`config.mk`:
```
export PLATFORM = sky130hd
export DESIGN_NAME = bss_engine
export DESIGN_NICKNAME = d
export VERILOG_FILES = /design/src/design/byte_substring_search_macros.svh /design/src/design/bss_pkg.sv /design/src/design/bss_ram.sv /design/src/design/bss_engine.sv
export SDC_FILE = /design/constraint.sdc
export NUM_CORES = 2
export LEC_CHECK = 0
export BUFFER_PORTS_ARGS = -buffer_cell sky130_fd_sc_hd__clkbuf_2
export CORE_UTILIZATION = 30
export CTS_BUF_LIST = sky130_fd_sc_hd__clkbuf_8
export DETAILED_ROUTE_END_ITERATION = 7
export MAX_ROUTING_LAYER = met4
export PLACE_DENSITY_LB_ADDON = 0.05
export SKIP_LAST_GASP = 1
export SLEW_MARGIN = 40
export SYNTH_ARGS = -nofsm -noshare
export SYNTH_HDL_FRONTEND = slang
export SYNTH_SLANG_ARGS = --single-unit
```
`constraint.sdc`:
```
create_clock -name clock -period 21.8 [get_ports clock]
set_input_delay 0 -clock clock [delete_from_list [all_inputs] [get_ports clock]]
set_output_delay 0 -clock clock [all_outputs]
set_load 0.005 [all_outputs]
```
`src/design/byte_substring_search_macros.svh`:
```
// assertion macros for the byte substring search block
`ifndef BYTE_SUBSTRING_SEARCH_MACROS_SVH
`define BYTE_SUBSTRING_SEARCH_MACROS_SVH

// same-cycle implication, disabled while in reset
`define BSS_ASSERT_NOW(label, clk, rst, ante, cons) \
   label: assert property (@(posedge clk) disable iff (rst) (ante) |-> (cons)) \
      else $error("byte_substring_search assertion failed");

// next-cycle implication, disabled while in reset
`define BSS_ASSERT_NEXT(label, clk, rst, ante, cons) \
   label: assert property (@(posedge clk) disable iff (rst) (ante) |=> (cons)) \
      else $error("byte_substring_search assertion failed");

`endif

```
`src/design/bss_pkg.sv`:
```
// types and constants of the byte substring search block
package bss_pkg;

   localparam int PATTERN_MAX_DEF = 64;
   localparam int BUFFER_MAX_DEF  = 4096;
   localparam int OFFSET_W        = 12;
   localparam int ALPHABET        = 256;

   localparam logic [1:0] CMD_PATTERN = 2'd0;
   localparam logic [1:0] CMD_BUFFER  = 2'd1;
   localparam logic [1:0] CMD_SEARCH  = 2'd2;

   typedef struct packed {
      logic [1:0] cmd;
      logic [7:0] data_byte;
   } req_word_type;

   typedef struct packed {
      logic                found;
      logic [OFFSET_W-1:0] match_offset;
      logic                overflow;
   } rsp_word_type;

   typedef struct packed {
      logic busy;
      logic done;
      logic found;
   } eng_status_type;

endpackage

```
`src/design/bss_ram.sv`:
```
// generic single-port-write, registered-read RAM
module bss_ram #(
   parameter int WIDTH = 8,
   parameter int DEPTH = 64
) (
   input  logic                     clock,
   input  logic                     wr_en,
   input  logic [$clog2(DEPTH)-1:0] wr_addr,
   input  logic [WIDTH-1:0]         wr_data,
   input  logic [$clog2(DEPTH)-1:0] rd_addr,
   output logic [WIDTH-1:0]         rd_data
);

   logic [WIDTH-1:0] mem_ff [DEPTH];
   logic [WIDTH-1:0] rd_data_ff;

   always_ff @(posedge clock) begin
      if (wr_en) begin
         mem_ff[wr_addr] <= wr_data;
      end
      rd_data_ff <= mem_ff[rd_addr];
   end

   assign rd_data = rd_data_ff;

endmodule

```
`src/design/bss_engine.sv`:
```
// horspool search sequencer: skip table build and window compare loop
module bss_engine #(
   parameter int PATTERN_MAX = bss_pkg::PATTERN_MAX_DEF,
   parameter int BUFFER_MAX  = bss_pkg::BUFFER_MAX_DEF
) (
   input  logic                               clock,
   input  logic                               reset,
   input  logic                               start,
   input  logic [$clog2(PATTERN_MAX+1)-1:0]   plen,
   input  logic [$clog2(BUFFER_MAX+1)-1:0]    blen,
   output logic [$clog2(PATTERN_MAX)-1:0]     pat_rd_addr,
   input  logic [7:0]                         pat_rd_data,
   output logic [$clog2(BUFFER_MAX)-1:0]      buf_rd_addr,
   input  logic [7:0]                         buf_rd_data,
   output bss_pkg::eng_status_type            status,
   output logic [$clog2(BUFFER_MAX+1)-1:0]    match_pos
);

   import bss_pkg::*;

   localparam int PLW = $clog2(PATTERN_MAX + 1);
   localparam int PAW = $clog2(PATTERN_MAX);
   localparam int BLW = $clog2(BUFFER_MAX + 1);
   localparam int BAW = $clog2(BUFFER_MAX);
   localparam int SW  = $clog2(BUFFER_MAX + 2 * PATTERN_MAX + 1);
   localparam int AAW = $clog2(ALPHABET);

   localparam logic [2:0] S_IDLE  = 3'd0;
   localparam logic [2:0] S_CHECK = 3'd1;
   localparam logic [2:0] S_BRD   = 3'd2;
   localparam logic [2:0] S_BWR   = 3'd3;
   localparam logic [2:0] S_CRD   = 3'd4;
   localparam logic [2:0] S_CMP   = 3'd5;
   localparam logic [2:0] S_TRD   = 3'd6;
   localparam logic [2:0] S_ADV   = 3'd7;

   logic [2:0]          state_ff, state_in;
   logic [PAW-1:0]      k_ff, k_in;
   logic [PAW-1:0]      i_ff, i_in;
   logic [BLW-1:0]      pos_ff, pos_in;
   logic                found_ff, found_in;
   logic                done_ff, done_in;
   logic [ALPHABET-1:0] valid_ff, valid_in;
   logic                vhit_ff, vhit_in;
   logic                skrd_ff, skrd_in;

   logic [PLW-1:0] last;
   logic [PAW-1:0] last_idx;
   logic           skip_wr_en;
   logic [AAW-1:0] skip_wr_addr;
   logic [PLW-1:0] skip_wr_data;
   logic [PLW-1:0] skip_rd_data;
   logic [PLW-1:0] skip_val;
   logic [SW-1:0]  new_pos;
   logic [SW-1:0]  new_end;
   logic [BLW-1:0] addr_cmp;
   logic [BLW-1:0] addr_tail;

   assign last      = plen - PLW'(1);
   assign last_idx  = last[PAW-1:0];
   assign addr_cmp  = pos_ff + BLW'(i_ff);
   assign addr_tail = pos_ff + BLW'(last_idx);
   assign skip_val  = vhit_ff ? skip_rd_data : plen;
   assign new_pos   = SW'(pos_ff) + SW'(skip_val);
   assign new_end   = new_pos + SW'(plen);

   // skip table: entries without a valid bit read as the pattern length
   bss_ram #(
      .WIDTH(PLW),
      .DEPTH(ALPHABET)
   ) u_skip_ram (
      .clock   (clock),
      .wr_en   (skip_wr_en),
      .wr_addr (skip_wr_addr),
      .wr_data (skip_wr_data),
      .rd_addr (buf_rd_data),
      .rd_data (skip_rd_data)
   );

   always_comb begin
      state_in     = state_ff;
      k_in         = k_ff;
      i_in         = i_ff;
      pos_in       = pos_ff;
      found_in     = found_ff;
      done_in      = 1'b0;
      valid_in     = valid_ff;
      vhit_in      = vhit_ff;
      skrd_in      = 1'b0;
      skip_wr_en   = 1'b0;
      skip_wr_addr = pat_rd_data;
      skip_wr_data = last - PLW'(k_ff);
      pat_rd_addr  = (state_ff == S_BRD) ? k_ff : i_ff;
      buf_rd_addr  = (state_ff == S_TRD) ? addr_tail[BAW-1:0] : addr_cmp[BAW-1:0];
      case (state_ff)
         S_IDLE: begin
            if (done_ff) begin
               done_in = 1'b0;
            end else if (start) begin
               state_in = S_CHECK;
            end
         end
         S_CHECK: begin
            pos_in   = '0;
            k_in     = '0;
            i_in     = last_idx;
            valid_in = '0;
            if (plen == '0) begin
               found_in = 1'b1;
               done_in  = 1'b1;
               state_in = S_IDLE;
            end else if (SW'(plen) > SW'(blen)) begin
               found_in = 1'b0;
               done_in  = 1'b1;
               state_in = S_IDLE;
            end else if (last == '0) begin
               state_in = S_CRD;
            end else begin
               state_in = S_BRD;
            end
         end
         S_BRD: begin
            state_in = S_BWR;
         end
         S_BWR: begin
            skip_wr_en            = 1'b1;
            valid_in[pat_rd_data] = 1'b1;
            k_in                  = k_ff + PAW'(1);
            if (PLW'(k_ff) + PLW'(1) == last) begin
               state_in = S_CRD;
            end else begin
               state_in = S_BRD;
            end
         end
         S_CRD: begin
            state_in = S_CMP;
         end
         S_CMP: begin
            if (buf_rd_data == pat_rd_data) begin
               if (i_ff == '0) begin
                  found_in = 1'b1;
                  done_in  = 1'b1;
                  state_in = S_IDLE;
               end else begin
                  i_in     = i_ff - PAW'(1);
                  state_in = S_CRD;
               end
            end else begin
               state_in = S_TRD;
            end
         end
         S_TRD: begin
            // byte under the window's last position comes back next cycle
            state_in = S_ADV;
            skrd_in  = 1'b1;
         end
         S_ADV: begin
            if (skrd_ff) begin
               // buffer byte is on the read data, look it up in the skip table
               vhit_in = valid_ff[buf_rd_data];
            end else begin
               i_in = last_idx;
               if (new_end > SW'(blen)) begin
                  found_in = 1'b0;
                  pos_in   = '0;
                  done_in  = 1'b1;
                  state_in = S_IDLE;
               end else begin
                  pos_in   = new_pos[BLW-1:0];
                  state_in = S_CRD;
               end
            end
         end
         default: begin
            state_in = S_IDLE;
         end
      endcase
   end

   always_ff @(posedge clock) begin
      if (reset) begin
         state_ff <= S_IDLE;
         done_ff  <= 1'b0;
         skrd_ff  <= 1'b0;
      end else begin
         state_ff <= state_in;
         done_ff  <= done_in;
         skrd_ff  <= skrd_in;
      end
      k_ff     <= k_in;
      i_ff     <= i_in;
      pos_ff   <= pos_in;
      found_ff <= found_in;
      valid_ff <= valid_in;
      vhit_ff  <= vhit_in;
   end

   assign status.busy  = (state_ff != S_IDLE) || done_ff;
   assign status.done  = done_ff;
   assign status.found = found_ff;
   assign match_pos    = found_ff ? pos_ff : '0;

endmodule
```
## Word level (Yosys, flattened, before mapping)

Memories as Yosys holds them, arrays and structs flattened. A register that Yosys moved wholly into a read port is not among the register bits.
Index checks and enable logic that the tools add are counted.

| storage, ports and cells | value |
|---|---|
| register bits | 288 |
| bits in writable memories | 1792 |
| bits of input ports | 39 |
| word-level logic and storage cells | 103 |
| memories | 1 |

Memories:

| name | words | width | read ports | clocked after Yosys merged registers in | wr ports | line | RTL |
|---|---|---|---|---|---|---|---|
| u_skip_ram.mem_ff | 256 | 7 | 1 | 1 | 1 | bss_ram.sv:14 | `logic [WIDTH-1:0] mem_ff [DEPTH];` |

| cells by class | value |
|---|---|
| $add $sub $neg | 9 |
| order comparisons | 5 |
| equal/unequal tests | 17 |
| mux-type cells | 46 |
| bitwise logic cells | 1 |
| reduce and logical (&&, ||, !) cells | 15 |

Operator list:

| operator | count |
|---|---|
| $pmux 256 s2 | 1 |
| $or 256x256->256 | 1 |
| $mux 13 | 3 |
| $mux 3 | 10 |
| $add 13x7->13 | 2 |
| $pmux 13 s2 | 1 |
| $add 12x6->12 | 2 |
| $mux 6 | 4 |
| $pmux 3 s8 | 1 |
| $lt 8x9->1 const B | 2 |
| $mux 1 | 18 |
| $pmux 6 s3 | 1 |
| $logic_not 7->1 | 2 |
| $ne 2x2->1 const B | 7 |
| $gt 13x13->1 | 1 |
| $gt 7x13->1 | 1 |
| $eq 3x3->1 const B | 4 |
| $mux 12 | 1 |
| $pmux 6 s2 | 1 |
| $bmux 1 s8 | 1 |
| $demux 1 s8 | 1 |
| $eq 8x8->1 | 1 |
| $ge 8x1->1 const B | 1 |
| $add 6x1->7 const B | 1 |
| other kinds (20) | 25 |

## Logic depth before layout (Yosys ltp)

| logic depth | value |
|---|---|
| depth after elaboration | 7 |
| mapped depth | 25 |

## Hierarchy

Synthesis repeated with hierarchy kept, for this count alone.

| second synthesis, totals | value |
|---|---|
| cells, all modules | 4934 |
| area, all modules | 86659.4 um^2 |

Modules (own cells, without submodules):

| module | instances | cells an instance | area each (um^2) | sequential area each (um^2) |
|---|---|---|---|---|
| bss_ram | 1 | 3381 | 70197.3 | 53951.7 |
| bss_engine | 1 | 1553 | 16462.0 | 8598.2 |

## Worst setup path before layout

Ideal clock, no wire load.

| timing path | value |
|---|---|
| path type | register to register |
| from | register state_ff[0] |
| to | memory u_skip_ram.mem_ff[223][0] (netlist name), enable pin |
| setup time | 0.368 ns |
| arrival | 13.720 ns |
| required time | 21.432 ns |
| path slack | 7.712 ns |
| cell stages (with the launch flop) | 8 |
| buffers on the path | 2 |
| path through | dfxtp_1 -> inv_1 -> nor2_1 -> nand2_1 -> or2_2 -> clkbuf_1 -> clkbuf_1 -> nor2_1 |

| between the ends | value |
|---|---|
| cells in the longest elaborated chain, start to end | 4 |

Ends and longest elaborated chain:

| what | line | RTL |
|---|---|---|
| start: declaration | bss_engine.sv:37 | `logic [2:0] state_ff, state_in;` |
| start signal: assignment | bss_engine.sv:186 | `state_ff <= state_in;` |
| $eq 3x2->1 | bss_engine.sv:95 | `case (state_ff)` |
| $mux 1 | bss_engine.sv:95 |  |
| $mux 1 | bss_ram.sv:18 | `if (wr_en) begin` |
| $mux 1 (implied by the code) | bss_ram.sv:19 | `mem_ff[wr_addr] <= wr_data;` |
| end: declaration | bss_ram.sv:14 |  |

No other way between the ends.

## Worst setup path after layout

| timing path | value |
|---|---|
| from | register vhit_ff |
| to | register done_ff |

| between the ends | value |
|---|---|
| cells in the longest elaborated chain, start to end | 7 |

Ends and longest elaborated chain:

| what | line | RTL |
|---|---|---|
| start: declaration | bss_engine.sv:44 | `logic vhit_ff, vhit_in;` |
| start signal: assignment | bss_engine.sv:195 | `vhit_ff <= vhit_in;` |
| $mux 7 | bss_engine.sv:63 | `assign skip_val = vhit_ff ? skip_rd_data : plen;` |
| $add 13x7->13 | bss_engine.sv:64 | `assign new_pos = SW'(pos_ff) + SW'(skip_val);` |
| via new_pos[6] | bss_engine.sv:54 | `logic [SW-1:0] new_pos;` |
| $add 13x7->13 | bss_engine.sv:65 | `assign new_end = new_pos + SW'(plen);` |
| $gt 13x13->1 | bss_engine.sv:163 | `if (new_end > SW'(blen)) begin` |
| $mux 1 | bss_engine.sv:163 |  |
| $mux 1 | bss_engine.sv:158 | `if (skrd_ff) begin` |
| $pmux 1 s3 | bss_engine.sv:95 |  |
| end signal: assignment | bss_engine.sv:187 | `done_ff <= done_in;` |
| end: declaration | bss_engine.sv:42 | `logic done_ff, done_in;` |

The timed path passes the listed nets, and every way through them passes these cells.
A chain may end at the register's enable or synchronous reset.

==> out/results.txt <==
synthesized cell area: 85500 µm²
synthesized area per cell: 19.0 µm²
top cell type's share of synthesized area: 72.9%
final setup vio count: 0
number of max-cap violations: 0
WS Path Type: reg -> reg
Async SR Flop Fraction: 0%
Distinct cells, synth: 72
die height: 536 µm
count of buffers from port buffering: 72
Slew headroom: 40.4%
Top FF cell, synth: edfxtp_1
Clock Latency Late Sink: 1010 ps
wire length per cell: 30.7 µm
Critical Path AT: 7340 ps
total routed wirelength: 272000 µm
Layout Skew: 50.7 ps
leading area contributor after synthesis: edfxtp_1
drt drc: 0
VDD IR max: 0.0593 mV
CTS root buffer: clkbuf_8
Num CTS Buffers: 383
period utilization: 29.8%
CTS resizes: 0
crit path time final: 6490 ps
Crit path buffers/inverters: 1
number of synthesized register bits: 2087
Hold/Removal Path Class: in -> reg
Fmax: 154 MHz
Synth area leaders: edfxtp_1 73%, mux4_2 12%, a21o_1 2.3%, nor2_1 1.5%, mux2i_1 1.5%
RSZ-0062 raised after global routing: no
sequential area share after synthesis: 73.2%
Synth Net Count: 4588
clock transition at the registers of the reported paths: 60 ps
Die W: 536 µm
most frequent cell after synthesis: edfxtp_1
Final Hold Slack: 125 ps
Crit Path Max Fanout: 9
Leak: 33.0 nW
vias per cell: 5.05
final hold viol count: 0
num ports: 73
pwr/cell area: 91.4 nW/µm²
Setup TNS: 0 ps
largest net degree at the start of global routing: 165
core box area: 283000 µm²
outcome: finished, final reports clean
initial antenna violation count: 10
YS warnings: 0
via count: 44700
die area: 287000 µm²
synth cell count leaders: 2075 x edfxtp_1, 461 x mux4_2, 344 x nor2_1, 267 x a21o_1, 133 x clkbuf_1
NumNets Final: 4938
first-pass GRT wire length: 382000 µm
Total GRT Usage: 19.4%
Reg2Reg Setup Slack: 15310 ps
postcts setup bufs: 0
fraction of layout cells with a size suffix above 1: 27.8%
Post-Synthesis Cells: 4492
grt ovf: 0
worst-case clock buffer depth: 4
initial drt markers: 3202
Critical Path RT: 22650 ps
Worst Setup Start Kind: flip-flop
Area Growth Syn to Fin: 14.8%
Sink Count: 2087
H-tree levels: 5
final antenna-violating net count: 0
Pins Over Slew Limit: 0
crit path cell chain: nand2_1, o21ai_0, ha_1, fa_1, a21oi_1, o211ai_1, nor2_1, xnor2_1, ha_1, and3_1, a221oi_1, o21ai_0, a41oi_1, a211oi_1, ha_1, a21o_1, a21oi_1, nor2b_1, o41ai_1, nand4_1, o21ai_1, nor4b_2, dlygate4sd3_1
most frequent CP cell: ha_1
GP Congestion: 0.765
critical path's top delay family: compound AO/OA/AOI/OAI gates
placed cells: 8156
Core Rows: 195
initial core utilization: 30.2%
CP endpoint kind: flip-flop
vias in the first global route: 47200
Pre-antenna DRT Iters: 5
Worst Tran Pin Value: 891 ps
Final Non-Filler Cells: 8865
Post-synth EDFFs: 2075
critical path's largest stage delay: 560 ps
dpl hpwl: 169000 µm
Crit-path slowest cell: dlygate4sd3_1
CTS tree: yes
==> cell families after synthesis <==
logic type	synth area share, %
flops	73.2
buf+inv	2.06
simple gates	3.59
mux	13.8
xor+xnor	0.605
fa+ha+maj	0.870
compound gates	5.94
==> layout by cell type (no fill, tap or decap), types with 67 or more instances in the layout <==
master,Yosys,layout
edfxtp_1,2075,2075
mux4_2,461,461
clkbuf_8,0,389
a21o_1,267,267
nor2_2,0,229
inv_1,46,173
mux2i_1,124,124
nor2_1,344,109
a22oi_1,101,101
buf_4,33,101
clkinv_1,1,95
nand2_1,79,73
a21oi_1,69,68
clkbuf_2,0,67
==> layout make-up <==
cell class | count | area [µm²]
antenna | 5 | 12.5
clock buffer | 389 | 5350
clock inverter | 271 | 1220
fill | 26800 | 185000
inverter | 47 | 184
multi-input combinational | 2084 | 22100
sequential | 2087 | 62600
tap | 3743 | 4680
timing repair buffer | 239 | 2050
==> power by group <==
group | switching (W) | internal, W
clock network | 0.00169 | 0.00167
registers | 0.0000249 | 0.00470
logic | 0.000642 | 0.000240
total | 0.00236 | 0.00661
==> sequential cells by signal, summed over array words and instances (netlist names), 3 cells and up <==
| register | count |
|---|---|
| u_skip_ram.mem_ff | 1792 |
| u_skip_ram.rd_data | 7 |
| valid_ff | 256 |
| i_ff | 6 |
| k_ff | 6 |
| state_ff | 3 |
| pos_ff | 13 |
==> per-layer routing <==
layer / vias up / wire length [µm] / GRT usage (%)
li1: 19200 / - / -
met1: 24000 / 124000 / 26.2
met2: 1045 / 131000 / 31.0
met3: 434 / 10800 / 2.66
met4: 0 / 6470 / 4.78
met5: - / 0 / -
==> path summary, 6_finish.rpt <==
path	startpoint	to	depth (start not counted)
worst max register to register	vhit_ff$_DFFE_PP_	done_ff$_SDFF_PP0_	23
worst min register to register	valid_ff[170]$_SDFFCE_PN0P_	valid_ff[170]$_SDFFCE_PN0P_	1
worst max-delay path	vhit_ff$_DFFE_PP_	done_ff$_SDFF_PP0_	23
worst min-delay path	blen[0]	pos_ff[0]$_SDFFCE_PN0P_	6
==> worst register-to-register path, stage by stage, from the launching register on <==
cell	delay [ps]
edfxtp_1	520
nand2_1	120
o21ai_0	90
ha_1	230
fa_1	450
a21oi_1	250
o211ai_1	150
nor2_1	130
xnor2_1	190
ha_1	330
and3_1	190
a221oi_1	530
o21ai_0	150
a41oi_1	260
a211oi_1	120
ha_1	320
a21o_1	180
a21oi_1	170
nor2b_1	70
o41ai_1	540
nand4_1	450
o21ai_1	290
nor4b_2	80
dlygate4sd3_1	560
==> through the flow <==
step / area [µm²] / total power [W] / utilization [%] / worst slack, ps
finish: 98100 / 0.00896 / 34.7 / 15310
global route: 98100 / 0.00931 / 34.7 / 14740
CTS: 97900 / 0.00910 / 34.6 / 15310
detailed placement: 90900 / 0.00570 / 32.2 / 15600
global placement: 90100 / 0.00567 / 31.9 / 15130
floorplan: 85500 / 0.00538 / - / 7710
==> timing repair <==
| action | in CTS | in global routing |
|---|---|---|
| hold buffers | 41 | 0 |
| setup endpoints to repair | 0 | 0 |
| endpoints found under the hold margin | 452 | 0 |
Power figures use the tool's default switching activity.
