**src/design/byte_substring_search_macros.svh**
```systemverilog
// assertion macros for the byte substring search block
`ifndef BYTE_SUBSTRING_SEARCH_MACROS_SVH
`define BYTE_SUBSTRING_SEARCH_MACROS_SVH

// same-cycle implication, disabled while in reset
`define BSS_ASSERT_NOW(label, clk, rst, ante, cons) \
   label: assert property (@(posedge clk) disable iff (rst) (ante) |-> (cons)) \
      else $error("byte_substring_search assertion failed");

// next-cycle implication, disabled while in reset
`define BSS_ASSERT_NEXT(label, clk, rst, ante, cons) \
   label: assert property (@(posedge clk) disable iff (rst) (ante) |=> (cons)) \
      else $error("byte_substring_search assertion failed");

`endif

```
**src/design/bss_ram.sv**
```systemverilog
// generic single-port-write, registered-read RAM
module bss_ram #(
   parameter int WIDTH = 8,
   parameter int DEPTH = 64
) (
   input  logic                     clock,
   input  logic                     wr_en,
   input  logic [$clog2(DEPTH)-1:0] wr_addr,
   input  logic [WIDTH-1:0]         wr_data,
   input  logic [$clog2(DEPTH)-1:0] rd_addr,
   output logic [WIDTH-1:0]         rd_data
);

   logic [WIDTH-1:0] mem_ff [DEPTH];
   logic [WIDTH-1:0] rd_data_ff;

   always_ff @(posedge clock) begin
      if (wr_en) begin
         mem_ff[wr_addr] <= wr_data;
      end
      rd_data_ff <= mem_ff[rd_addr];
   end

   assign rd_data = rd_data_ff;

endmodule

```
**config.mk**
```make
export PLATFORM = sky130hd
export DESIGN_NAME = bss_ram
export DESIGN_NICKNAME = d
export VERILOG_FILES = /design/src/design/byte_substring_search_macros.svh /design/src/design/bss_ram.sv
export SDC_FILE = /design/constraint.sdc
export NUM_CORES = 1
export LEC_CHECK = 0
export CORE_UTILIZATION = 50
export DETAILED_ROUTE_END_ITERATION = 7
export DONT_BUFFER_PORTS = 1
export GPL_TIMING_DRIVEN = 0
export PLACE_DENSITY = 0.64
export RECOVER_POWER = 100
export SLEW_MARGIN = 0
export SYNTH_ARGS = -nofsm -noshare
export SYNTH_HDL_FRONTEND = slang
export SYNTH_SLANG_ARGS = --single-unit
```
**constraint.sdc**
```tcl
create_clock -name clock -period 3.5 [get_ports clock]
set_input_delay 0.175 -clock clock [delete_from_list [all_inputs] [get_ports clock]]
set_output_delay 0.175 -clock clock [all_outputs]
set_load 0.03 [all_outputs]
```
Word level (Yosys, flattened, before mapping)
Memory sizes are Yosys's and may differ from the RTL's. A register that Yosys moved wholly into a read port is not among the register bits.
Cells that the tools add are included.
{"block": "op_classes", "n_mux": 2}
{"op": "1-bit 2-to-1 mux", "count": 2}
{"block": "word_totals", "register_bits": 0, "ramBits": 512, "in_bits": 22, "output_inout_bits": 8, "word_cells": 3, "n_memories": 1}
{"memory": "mem_ff", "words": 64, "word_bits": 8, "rd": 1, "rd_ports_with_merged_regs": 1, "write_ports": 1, "line_no": "bss_ram.sv:14", "source": "logic [WIDTH-1:0] mem_ff [DEPTH];"}

Depth between registers and ports, before layout
Gate-level depths: netlist (run 1).
{"block": "logic_depth", "word_depth": 2, "ltp_mapped": 9, "ltp_nobuf": 5}

Worst setup path after synthesis (run 1)
No wires, ideal clock.
{"block": "synth_path", "kind": "input to register", "start": "input rd_addr[1]", "end": "register rd_data_ff[3] (netlist: rd_data[3]) (read register of mem_ff)", "setup_ps": 128, "arrival_time_ps": 1715, "t_required_ps": 3372, "setup_slack_ps": 1657, "stages": 7, "path_buffers": 3, "path_cell_list": "buf_4 -> buf_2 -> buf_2 -> mux4_2 -> mux4_2 -> o21ai_1 -> o41ai_1"}
{"item": "from (decl)", "line_no": "bss_ram.sv:10", "source": "input logic [$clog2(DEPTH)-1:0] rd_addr,"}
{"item": "to (decl)", "line_no": "bss_ram.sv:15", "source": "logic [WIDTH-1:0] rd_data_ff;"}

Worst setup path in the final report (run 1)
{"block": "layout_path", "start": "input wr_data[3]", "end": "memory mem_ff[51][3] (data pin)"}
{"item": "from (decl)", "line_no": "bss_ram.sv:9", "source": "input logic [WIDTH-1:0] wr_data,"}
{"item": "to (decl)", "line_no": "bss_ram.sv:14"}
Straight into the memory's write port.

==> results of run 1 <==
worst paths after layout:
path                      start             to  slack (ns)  depth (start not counted)
hold / removal       rd_addr[5]     rd_data[7]        0.06                          4
hold reg to reg    mem_ff[7][7]     rd_data[7]        0.97                          4
setup / recovery     wr_data[3]  mem_ff[51][3]        0.61                          2
setup reg to reg  mem_ff[52][7]     rd_data[7]        1.43                          4
stage by stage:
| step | util (%) | power (mW) | cell area [µm²] | std cells | setup slack (ns) |
|---|---|---|---|---|---|
| 2_1_floorplan | - | 7.43 | 20200 | 940 | 1.66 |
| 3_3_place_gp | 52.4 | 7.61 | 20800 | 1465 | 0.403 |
| 3_5_place_dp | 52.4 | 7.62 | 20800 | 1465 | 0.519 |
| 4_1_cts | 57.1 | 12.8 | 22700 | 1573 | 1.12 |
| 5_1_grt | 56.7 | 13.1 | 22500 | 1573 | 0.503 |
| 6_report | 56.7 | 12.8 | 22500 | 1574 | 0.614 |
cell usage after synthesis, types with 6 or more instances:
library cell / count / area [µm²]
dfxtp_1: 8 / 160
nor2_1: 83 / 312
nand2_1: 19 / 71.3
nor2b_1: 14 / 87.6
mux2i_1: 23 / 230
nand3_1: 13 / 65.1
a221oi_1: 6 / 52.6
clkbuf_1: 17 / 63.8
nor3_1: 7 / 35.0
buf_2: 11 / 55.1
o221ai_1: 8 / 70.1
nand2b_1: 7 / 43.8
o22ai_1: 8 / 50.1
edfxtp_1: 512 / 15400
buf_4: 13 / 97.6
mux2_2: 13 / 146
mux4_2: 126 / 2840
layout make-up:
cell class / instances / area [µm²]
fill: 2919 / 17200
sequential: 520 / 15500
multi-input combinational: 369 / 4320
clock buffer: 72 / 1430
tap: 525 / 657
buffer: 51 / 314
timing repair buffer: 17 / 163
clock inverter: 19 / 121
antenna: 1 / 2.50
sequential cells by signal, indices dropped and copies added, names as in the netlist:
name     cells
mem_ff     512
rd_data      8
worst register-to-register path: cells and delay by family, from the launching register on:
| family | cells | cell delay [ns] |
|---|---|---|
| AO/OA/AOI/OAI | 1 | 0.36 |
| multiplexers | 2 | 1.00 |
| AND/OR/NAND/NOR | 1 | 0.18 |
| flip-flops | 1 | 0.38 |
power by group:
| part | internal, mW | switching, mW |
|---|---|---|
| clock | 2.91 | 2.25 |
| sequential | 6.91 | 0.0375 |
| combinational | 0.242 | 0.424 |
logic make-up after synthesis:
| family | synth area share, % |
|---|---|
| mux | 15.9 |
| flops | 77.0 |
| simple gates | 3.39 |
| compound gates | 2.07 |
| buf+inv | 1.57 |
metal layers:
metal | wire length (µm) | part of all wire [%] | track usage (%)
met4 | 1240 | 2.6 | 7.22
met2 | 21900 | 47 | 36.0
met3 | 4350 | 9.2 | 5.06
met1 | 19500 | 42 | 34.8
met5 | 0 | 0 | 0
==> summary.txt, run 1 <==
Clock Tree Buf Depth = 3
Total die area = 41100 µm²
RSZ-0062 raised after global routing = no
Fin crit share = 82.4%
Fin nets = 1033
Initial Util = 50.8%
Boundary Pins = 30
Clock Skew = 0.00957 ns
Drt via density = 6.26
GRT Total Usage = 23.7%
Failing checks = max-capacitance violations, max-slew violations
Req. time, crit path = 3.50 ns
Grt ovf = 0
Final setup violation count = 0
Cells along the critical path = dlygate4sd3_1 -> clkdlybuf4s25_1
CP max stage cell = clkdlybuf4s25_1
Fraction of the yosys area taken by sequential cells = 77.0%
Height of the die = 203 µm
Syn Area/Cell = 21.5 µm²
Setup TNS = 0 ns
Pwr dens = 566 nW/µm²
Vias in the first global route = 9790
Post-synth ARST share = 0%
Crit-path leading delay family = buffers and inverters
CP Max Fanout = 64
Post-route minimum period = 2.89 ns
CP Launch Type = input port
Hold WS = 0.0575 ns
TritonRoute pass-1 iters = 5
Slew headroom = -92.8%
Leakage = 6.94 nW
Die width = 203 µm
Post-cts sizing count = 0
DP Wirelength = 29600 µm
Ys flop type = edfxtp_1
DRT iter0 DRCs = 1242
Yosys Warn Count = 0
Worst slew pin tran = 2.89 ns
Initial antenna violation count = 1
Postcts setup bufs = 0
Endpoint class of the critical path = flip-flop
WS Path Type = input port to flip-flop
Final routed DRC violation total = 0
Syn_nets = 962
Fin. max-slew vios = 455
Largest net degree at the start of global routing = 65
Max Cap Viol = 7
Cell variety after synth = 40
Critical path buffers and inverters = 2
Fmax = 347 MHz
Synth Instances = 940
Clock slew at reported path FFs = 0.06 ns
Seq cells post-synth = 520
CTS tree = built
Hold/Removal Path Class = input port to flip-flop
Commonest non-fill, non-tap cell in the layout = edfxtp_1
Final Hold Fails = 0
VDD IR max = 0.340 mV
Input/output buffers = 0
Clock sink count = 520
# rows = 73
Root Buffer = clkbuf_16
GP Congestion = 0.939
Most frequent cells in the layout = edfxtp_1, mux4_2, nor2_1
Post-synth EDFFs = 512
Mapped cell area = 20200 µm²
Crit-path max cell delay = 2.06 ns
Outcome = finished, violations left
First-pass GRT wire length = 68100 µm
Hold-fix buffers, CTS = 17
Layout cells sized above 1 = 22.5%
Clock latency on the worst-skew pair = 0.59 ns
Core area = 39700 µm²
CTS Buf Count = 52
DRT antenna net count = 0
Via count = 9857
P&R area growth vs syn = 11.7%
DR WL/cell = 29.9 µm
H-tree levels = 2
WL final = 47000 µm
Crit path DAT = 2.88 ns
Note: power is estimated with default switching activity, not from simulation.
==> run 2: changes to the inputs <==
==> constraint.sdc (replaced) <==
create_clock -name clock -period 2.8 [get_ports clock]
set_input_delay 0.14 -clock clock [delete_from_list [all_inputs] [get_ports clock]]
set_output_delay 0.14 -clock clock [all_outputs]
set_load 0.03 [all_outputs]
==> summary.txt, run 2 (synthesized netlist as in run 1, its figures left out) <==
Post-route minimum period = 2.55 ns
Max Cap Viol = 0 (was 7)
Final worst slack = 0.251 ns (was 0.614 ns)
DRT iter0 DRCs = 1202 (was 1242)
DR WL/cell = 30.0 µm (was 29.9 µm)
Fin. max-slew vios = 0 (was 455)
Largest register by flop count = mem_ff (unchanged)
Post-cts sizing count = 0 (unchanged)
Vias in the first global route = 9796 (was 9790)
Design area = 22500 µm² (about the same)
Drt via density = 6.24 (was 6.26)
Boundary Pins = 30 (unchanged)
Height of the die = 203 µm (unchanged)
CTS tree = built (unchanged)
GRT Total Usage = 23.7% (about the same)
Setup TNS = 0 ns (unchanged)
P&R area growth vs syn = 11.6% (was 11.7%)
Fin nets = 1033 (unchanged)
Worst slew pin tran = 1.49 ns (was 2.89 ns)
CP Max Fanout = 10 (was 64)
Most frequent cells in the layout = edfxtp_1, mux4_2, nor2_1 (unchanged)
GP Congestion = 0.939 (unchanged)
Core area = 39700 µm² (unchanged)
WL final = 47200 µm (was 47000 µm)
Outcome = finished, final reports clean (was finished, violations left)
Grt ovf = 0 (unchanged)
Initial Util = 50.8% (unchanged)
Largest net degree at the start of global routing = 65 (unchanged)
Max reg flops = 512 (unchanged)
CTS Buf Count = 52 (unchanged)
Commonest non-fill, non-tap cell in the layout = edfxtp_1 (unchanged)
Fmax = 392 MHz
TritonRoute pass-1 iters = 5 (unchanged)
Pre-CTS setup slack = -0.146 ns (was 0.519 ns)
Initial antenna violation count = 2 (was 1)
Hold/Removal Path Class = input port to flip-flop (unchanged)
Final setup violation count = 0 (unchanged)
H-tree levels = 2 (unchanged)
Via count = 9839 (was 9857)
Placed Area = 20800 µm² (unchanged)
Input/output buffers = 0 (unchanged)
Post-layout util = 56.7% (about the same)
Fin crit share = 91.0%
# rows = 73 (unchanged)
Die width = 203 µm (unchanged)
Root Buffer = clkbuf_16 (unchanged)
Final routed DRC violation total = 0 (unchanged)
Pwr dens = 709 nW/µm² (was 566 nW/µm²)
Endpoint class of the critical path = flip-flop (unchanged)
DRT antenna net count = 0 (unchanged)
Tot Pwr = 16.0 mW (was 12.8 mW)
CP Launch Type = input port (unchanged)
Placed insts = 1465 (unchanged)
Clock latency on the worst-skew pair = 0.59 ns (about the same)
First-pass GRT wire length = 68100 µm (about the same)
Final Hold Fails = 0 (unchanged)
Layout Cells excl Fill = 1576 (was 1574)
DP Wirelength = 29600 µm (unchanged)
Req. time, crit path = 3.27 ns (was 3.50 ns)
Clock Skew = 0.0108 ns (was 0.00957 ns)
Clock sink count = 520 (unchanged)
Total die area = 41100 µm² (unchanged)
Layout cells sized above 1 = 23.3% (was 22.5%)
Postcts setup bufs = 0 (unchanged)
WS Path Type = input port to flip-flop (unchanged)
Reg2Reg Setup Slack = 0.72 ns (was 1.43 ns)
Hold WS = 0.0436 ns (was 0.0575 ns)
VDD IR max = 0.424 mV (was 0.340 mV)
RSZ-0062 raised after global routing = no (unchanged)
Leakage = 6.95 nW (was 6.94 nW)
Slew headroom = 0.924% (was -92.8%)
Clock Tree Buf Depth = 3 (unchanged)
Crit path DAT = 3.02 ns (was 2.88 ns)
Clock slew at reported path FFs = 0.06 ns (about the same)
-- run 2: cell count changes in the layout (fill, tap and decap cells not counted), sizes merged --
cell           change
clkbuf             +6
clkdlybuf4s25      -3
diode              +2
buf                -3
-- run 2: worst max-delay path, stage by stage --
cell,delay (ns)
clkbuf_2,0.19
clkbuf_1,0.68
clkbuf_1,0.74
clkbuf_1,0.52
nand3_1,0.15
o2111ai_1,0.17
nand2_1,0.10
o2bb2ai_1,0.31
-- run 2: worst paths after layout --
| path | from | to | cells after the start |
|---|---|---|---|
| setup / recovery | rd_addr[2] | rd_data[2] | 8 |
| hold / removal | rd_addr[5] | rd_data[0] | 3 |
| setup reg to reg | mem_ff[21][6] | rd_data[6] | 5 |
| hold reg to reg | mem_ff[7][7] | rd_data[7] | 4 |
-- run 2: area by class of cell --
class                      count  area [µm²]
multi-input combinational    369        4320
buffer                        51         315
clock buffer                  72        1430
fill                        2923       17200
tap                          525         657
clock inverter                19         121
timing repair buffer          17         130
sequential                   520       15500
antenna                        3        7.51
-- run 2: power by group --
part / total (mW) / internal (mW) / switching [mW]
sequential: 8.67 / 8.63 / 0.0469
combinational: 0.833 / 0.299 / 0.534
clock: 6.45 / 3.63 / 2.81
total: 16.0 / 12.6 / 3.40
-- run 2: layer usage --
layer | global-route usage, % | wire [µm] | up-vias
li1 | - | - | 4091
met1 | 34.8 | 19700 | 5202
met2 | 35.9 | 22100 | 472
met3 | 5.06 | 4230 | 74
met4 | 7.55 | 1230 | 0
met5 | 0 | 0 | -
-- run 2: repair_timing --
action | in CTS | in global routing
setup endpoints to repair | 0 | 0
hold endpoints to repair | 515 | 0
hold buffers | 17 | 0
==> run 3: changes to the inputs <==
--- a/config.mk
+++ b/config.mk
@@ -5,13 +5,15 @@
 export SDC_FILE = /design/constraint.sdc
 export NUM_CORES = 1
 export LEC_CHECK = 0
+export ABC_CLOCK_PERIOD_IN_PS = 2800
 export CORE_UTILIZATION = 50
 export DETAILED_ROUTE_END_ITERATION = 7
 export DONT_BUFFER_PORTS = 1
 export GPL_TIMING_DRIVEN = 0
 export PLACE_DENSITY = 0.64
 export RECOVER_POWER = 100
-export SLEW_MARGIN = 0
+export REMOVE_ABC_BUFFERS = 1
+export SLEW_MARGIN = 20
 export SYNTH_ARGS = -nofsm -noshare
 export SYNTH_HDL_FRONTEND = slang
 export SYNTH_SLANG_ARGS = --single-unit
==> summary.txt, run 3 (synthesized netlist as in run 1, its figures left out) <==
RSZ-0062 raised after global routing = no (unchanged)
DRT antenna net count = 0 (unchanged)
Endpoint class of the critical path = flip-flop (unchanged)
M2 GR Usage = 34.4% (was 35.9%)
Slew headroom = 4.97% (was 0.924%)
CP Launch Type = flip-flop (was input port)
Initial Util = 50.8% (unchanged)
Final routed DRC violation total = 0 (unchanged)
Reg2Reg Setup Slack = 0.08 ns (was 0.72 ns)
Layout Cells excl Fill = 1537 (was 1576)
Max reg flops = 512 (unchanged)
Setup TNS = 0 ns (unchanged)
Final setup violation count = 0 (unchanged)
Design area = 22400 µm² (was 22500 µm²)
Cells along the critical path = mux4_2 -> nor2b_1 -> a2111oi_0 -> o41ai_1 (was clkbuf_2 -> clkbuf_1 -> clkbuf_1 -> clkbuf_1 -> nand3_1 -> o2111ai_1 -> nand2_1 -> o2bb2ai_1)
WS Path Type = flip-flop to flip-flop (was input port to flip-flop)
First-pass GRT wire length = 64000 µm (was 68100 µm)
Pwr dens = 719 nW/µm² (was 709 nW/µm²)
P&R area growth vs syn = 11.2% (was 11.6%)
Final Hold Fails = 0 (unchanged)
Vias in the first global route = 9594 (was 9796)
Clock Skew = 0.0228 ns (was 0.0108 ns)
H-tree levels = 2 (unchanged)
Height of the die = 203 µm (unchanged)
GP Congestion = 0.739 (was 0.939)
Root Buffer = clkbuf_16 (unchanged)
Post-route minimum period = 2.72 ns (was 2.55 ns)
Initial antenna violation count = 2 (unchanged)
Drt via density = 6.09 (was 6.24)
DRT iter0 DRCs = 716 (was 1202)
Post-layout util = 56.5% (was 56.7%)
Hold/Removal Path Class = input port to flip-flop (unchanged)
Crit path DAT = 3.07 ns (was 3.02 ns)
Fmax = 367 MHz (was 392 MHz)
WL final = 43300 µm (was 47200 µm)
# rows = 73 (unchanged)
CP max stage cell = a2111oi_0 (was clkbuf_1)
Fin. max-slew vios = 0 (unchanged)
Clock Tree Buf Depth = 3 (unchanged)
Total die area = 41100 µm² (unchanged)
Worst slew pin tran = 1.43 ns (was 1.49 ns)
Global route hottest layer = met2 (unchanged)
Grt ovf = 0 (unchanged)
Tot Pwr = 16.1 mW (was 16.0 mW)
Clock latency on the worst-skew pair = 0.57 ns (was 0.59 ns)
Largest register by flop count = mem_ff (unchanged)
Max Cap Viol = 0 (unchanged)
Clock slew at reported path FFs = 0.06 ns (about the same)
Commonest non-fill, non-tap cell in the layout = edfxtp_1 (unchanged)
Final worst slack = 0.0758 ns (was 0.251 ns)
CP Max Fanout = 2 (was 10)
Met1 Use GR = 30.4% (was 34.8%)
CTS tree = built (unchanged)
Leakage = 6.89 nW (was 6.95 nW)
Core area = 39700 µm² (unchanged)
Clock sink count = 520 (unchanged)
DR WL/cell = 28.2 µm (was 30.0 µm)
Most frequent cells in the layout = edfxtp_1, mux4_2, nor2_1 (unchanged)
Input/output buffers = 0 (unchanged)
Via count = 9359 (was 9839)
TritonRoute pass-1 iters = 7 (was 5)
GRT Total Usage = 21.7% (was 23.7%)
VDD IR max = 0.588 mV (was 0.424 mV)
CTS Buf Count = 51 (was 52)
Fin crit share = 97.3% (was 91.0%)
Met3 usage = 4.22% (was 5.06%)
Placed Area = 20500 µm² (was 20800 µm²)
Outcome = finished, final reports clean (unchanged)
Die width = 203 µm (unchanged)
Layout cells sized above 1 = 22.0% (was 23.3%)
Fin nets = 993 (was 1033)
DP Wirelength = 23600 µm (was 29600 µm)
Pre-CTS setup slack = 0.335 ns (was -0.146 ns)
Largest net degree at the start of global routing = 138 (was 65)
Req. time, crit path = 3.14 ns (was 3.27 ns)
Hold WS = 0.0278 ns (was 0.0436 ns)
Crit-path max cell delay = 1.15 ns (was 0.74 ns)
Boundary Pins = 30 (unchanged)
Placed insts = 1416 (was 1465)
-- run 3: critical path: cells and delay by family (launching register included) --
kind,cells,cell delay (ns)
simple gates,1,0.14
flops,1,0.37
mux,1,0.48
compound gates,2,1.52
-- run 3: path summary, 6_finish.rpt --
kind / startpoint / end / cells past startpoint
max reg2reg: mem_ff[3][5] / rd_data[5] / 4
min reg2reg: mem_ff[22][0] / rd_data[0] / 4
min: wr_addr[2] / mem_ff[52][7] / 2
max: mem_ff[3][5] / rd_data[5] / 4
-- run 3: cell type report --
cell class / count / area, µm²
well taps: 525 / 657
clock inverters: 23 / 262
clock buffers: 70 / 1420
repair buffers: 29 / 238
flip-flops and latches: 520 / 15500
multi-input cells: 369 / 4320
fillers: 2926 / 17300
diodes: 1 / 2.50
-- run 3: what timing repair did --
action / in CTS / in global routing
hold buffers: 24 / 3
resized for setup: 0 / 1
hold endpoints to repair: 536 / 2
endpoints found under the setup margin: 0 / 1
setup buffers: 0 / 0
-- run 3: per-layer routing --
layer | vias to the layer above | part of all wire, %
li1 | 4003 | -
met1 | 4945 | 41
met2 | 327 | 49
met3 | 82 | 6.8
met4 | 2 | 3.0
met5 | - | 0.030
-- run 3: where the power goes --
part | switching, mW | leakage, nW | internal, mW
registers | 0.0478 | 4.67 | 8.62
logic | 0.332 | 1.40 | 0.273
clock network | 2.78 | 0.822 | 4.08
total | 3.16 | 6.89 | 13.0
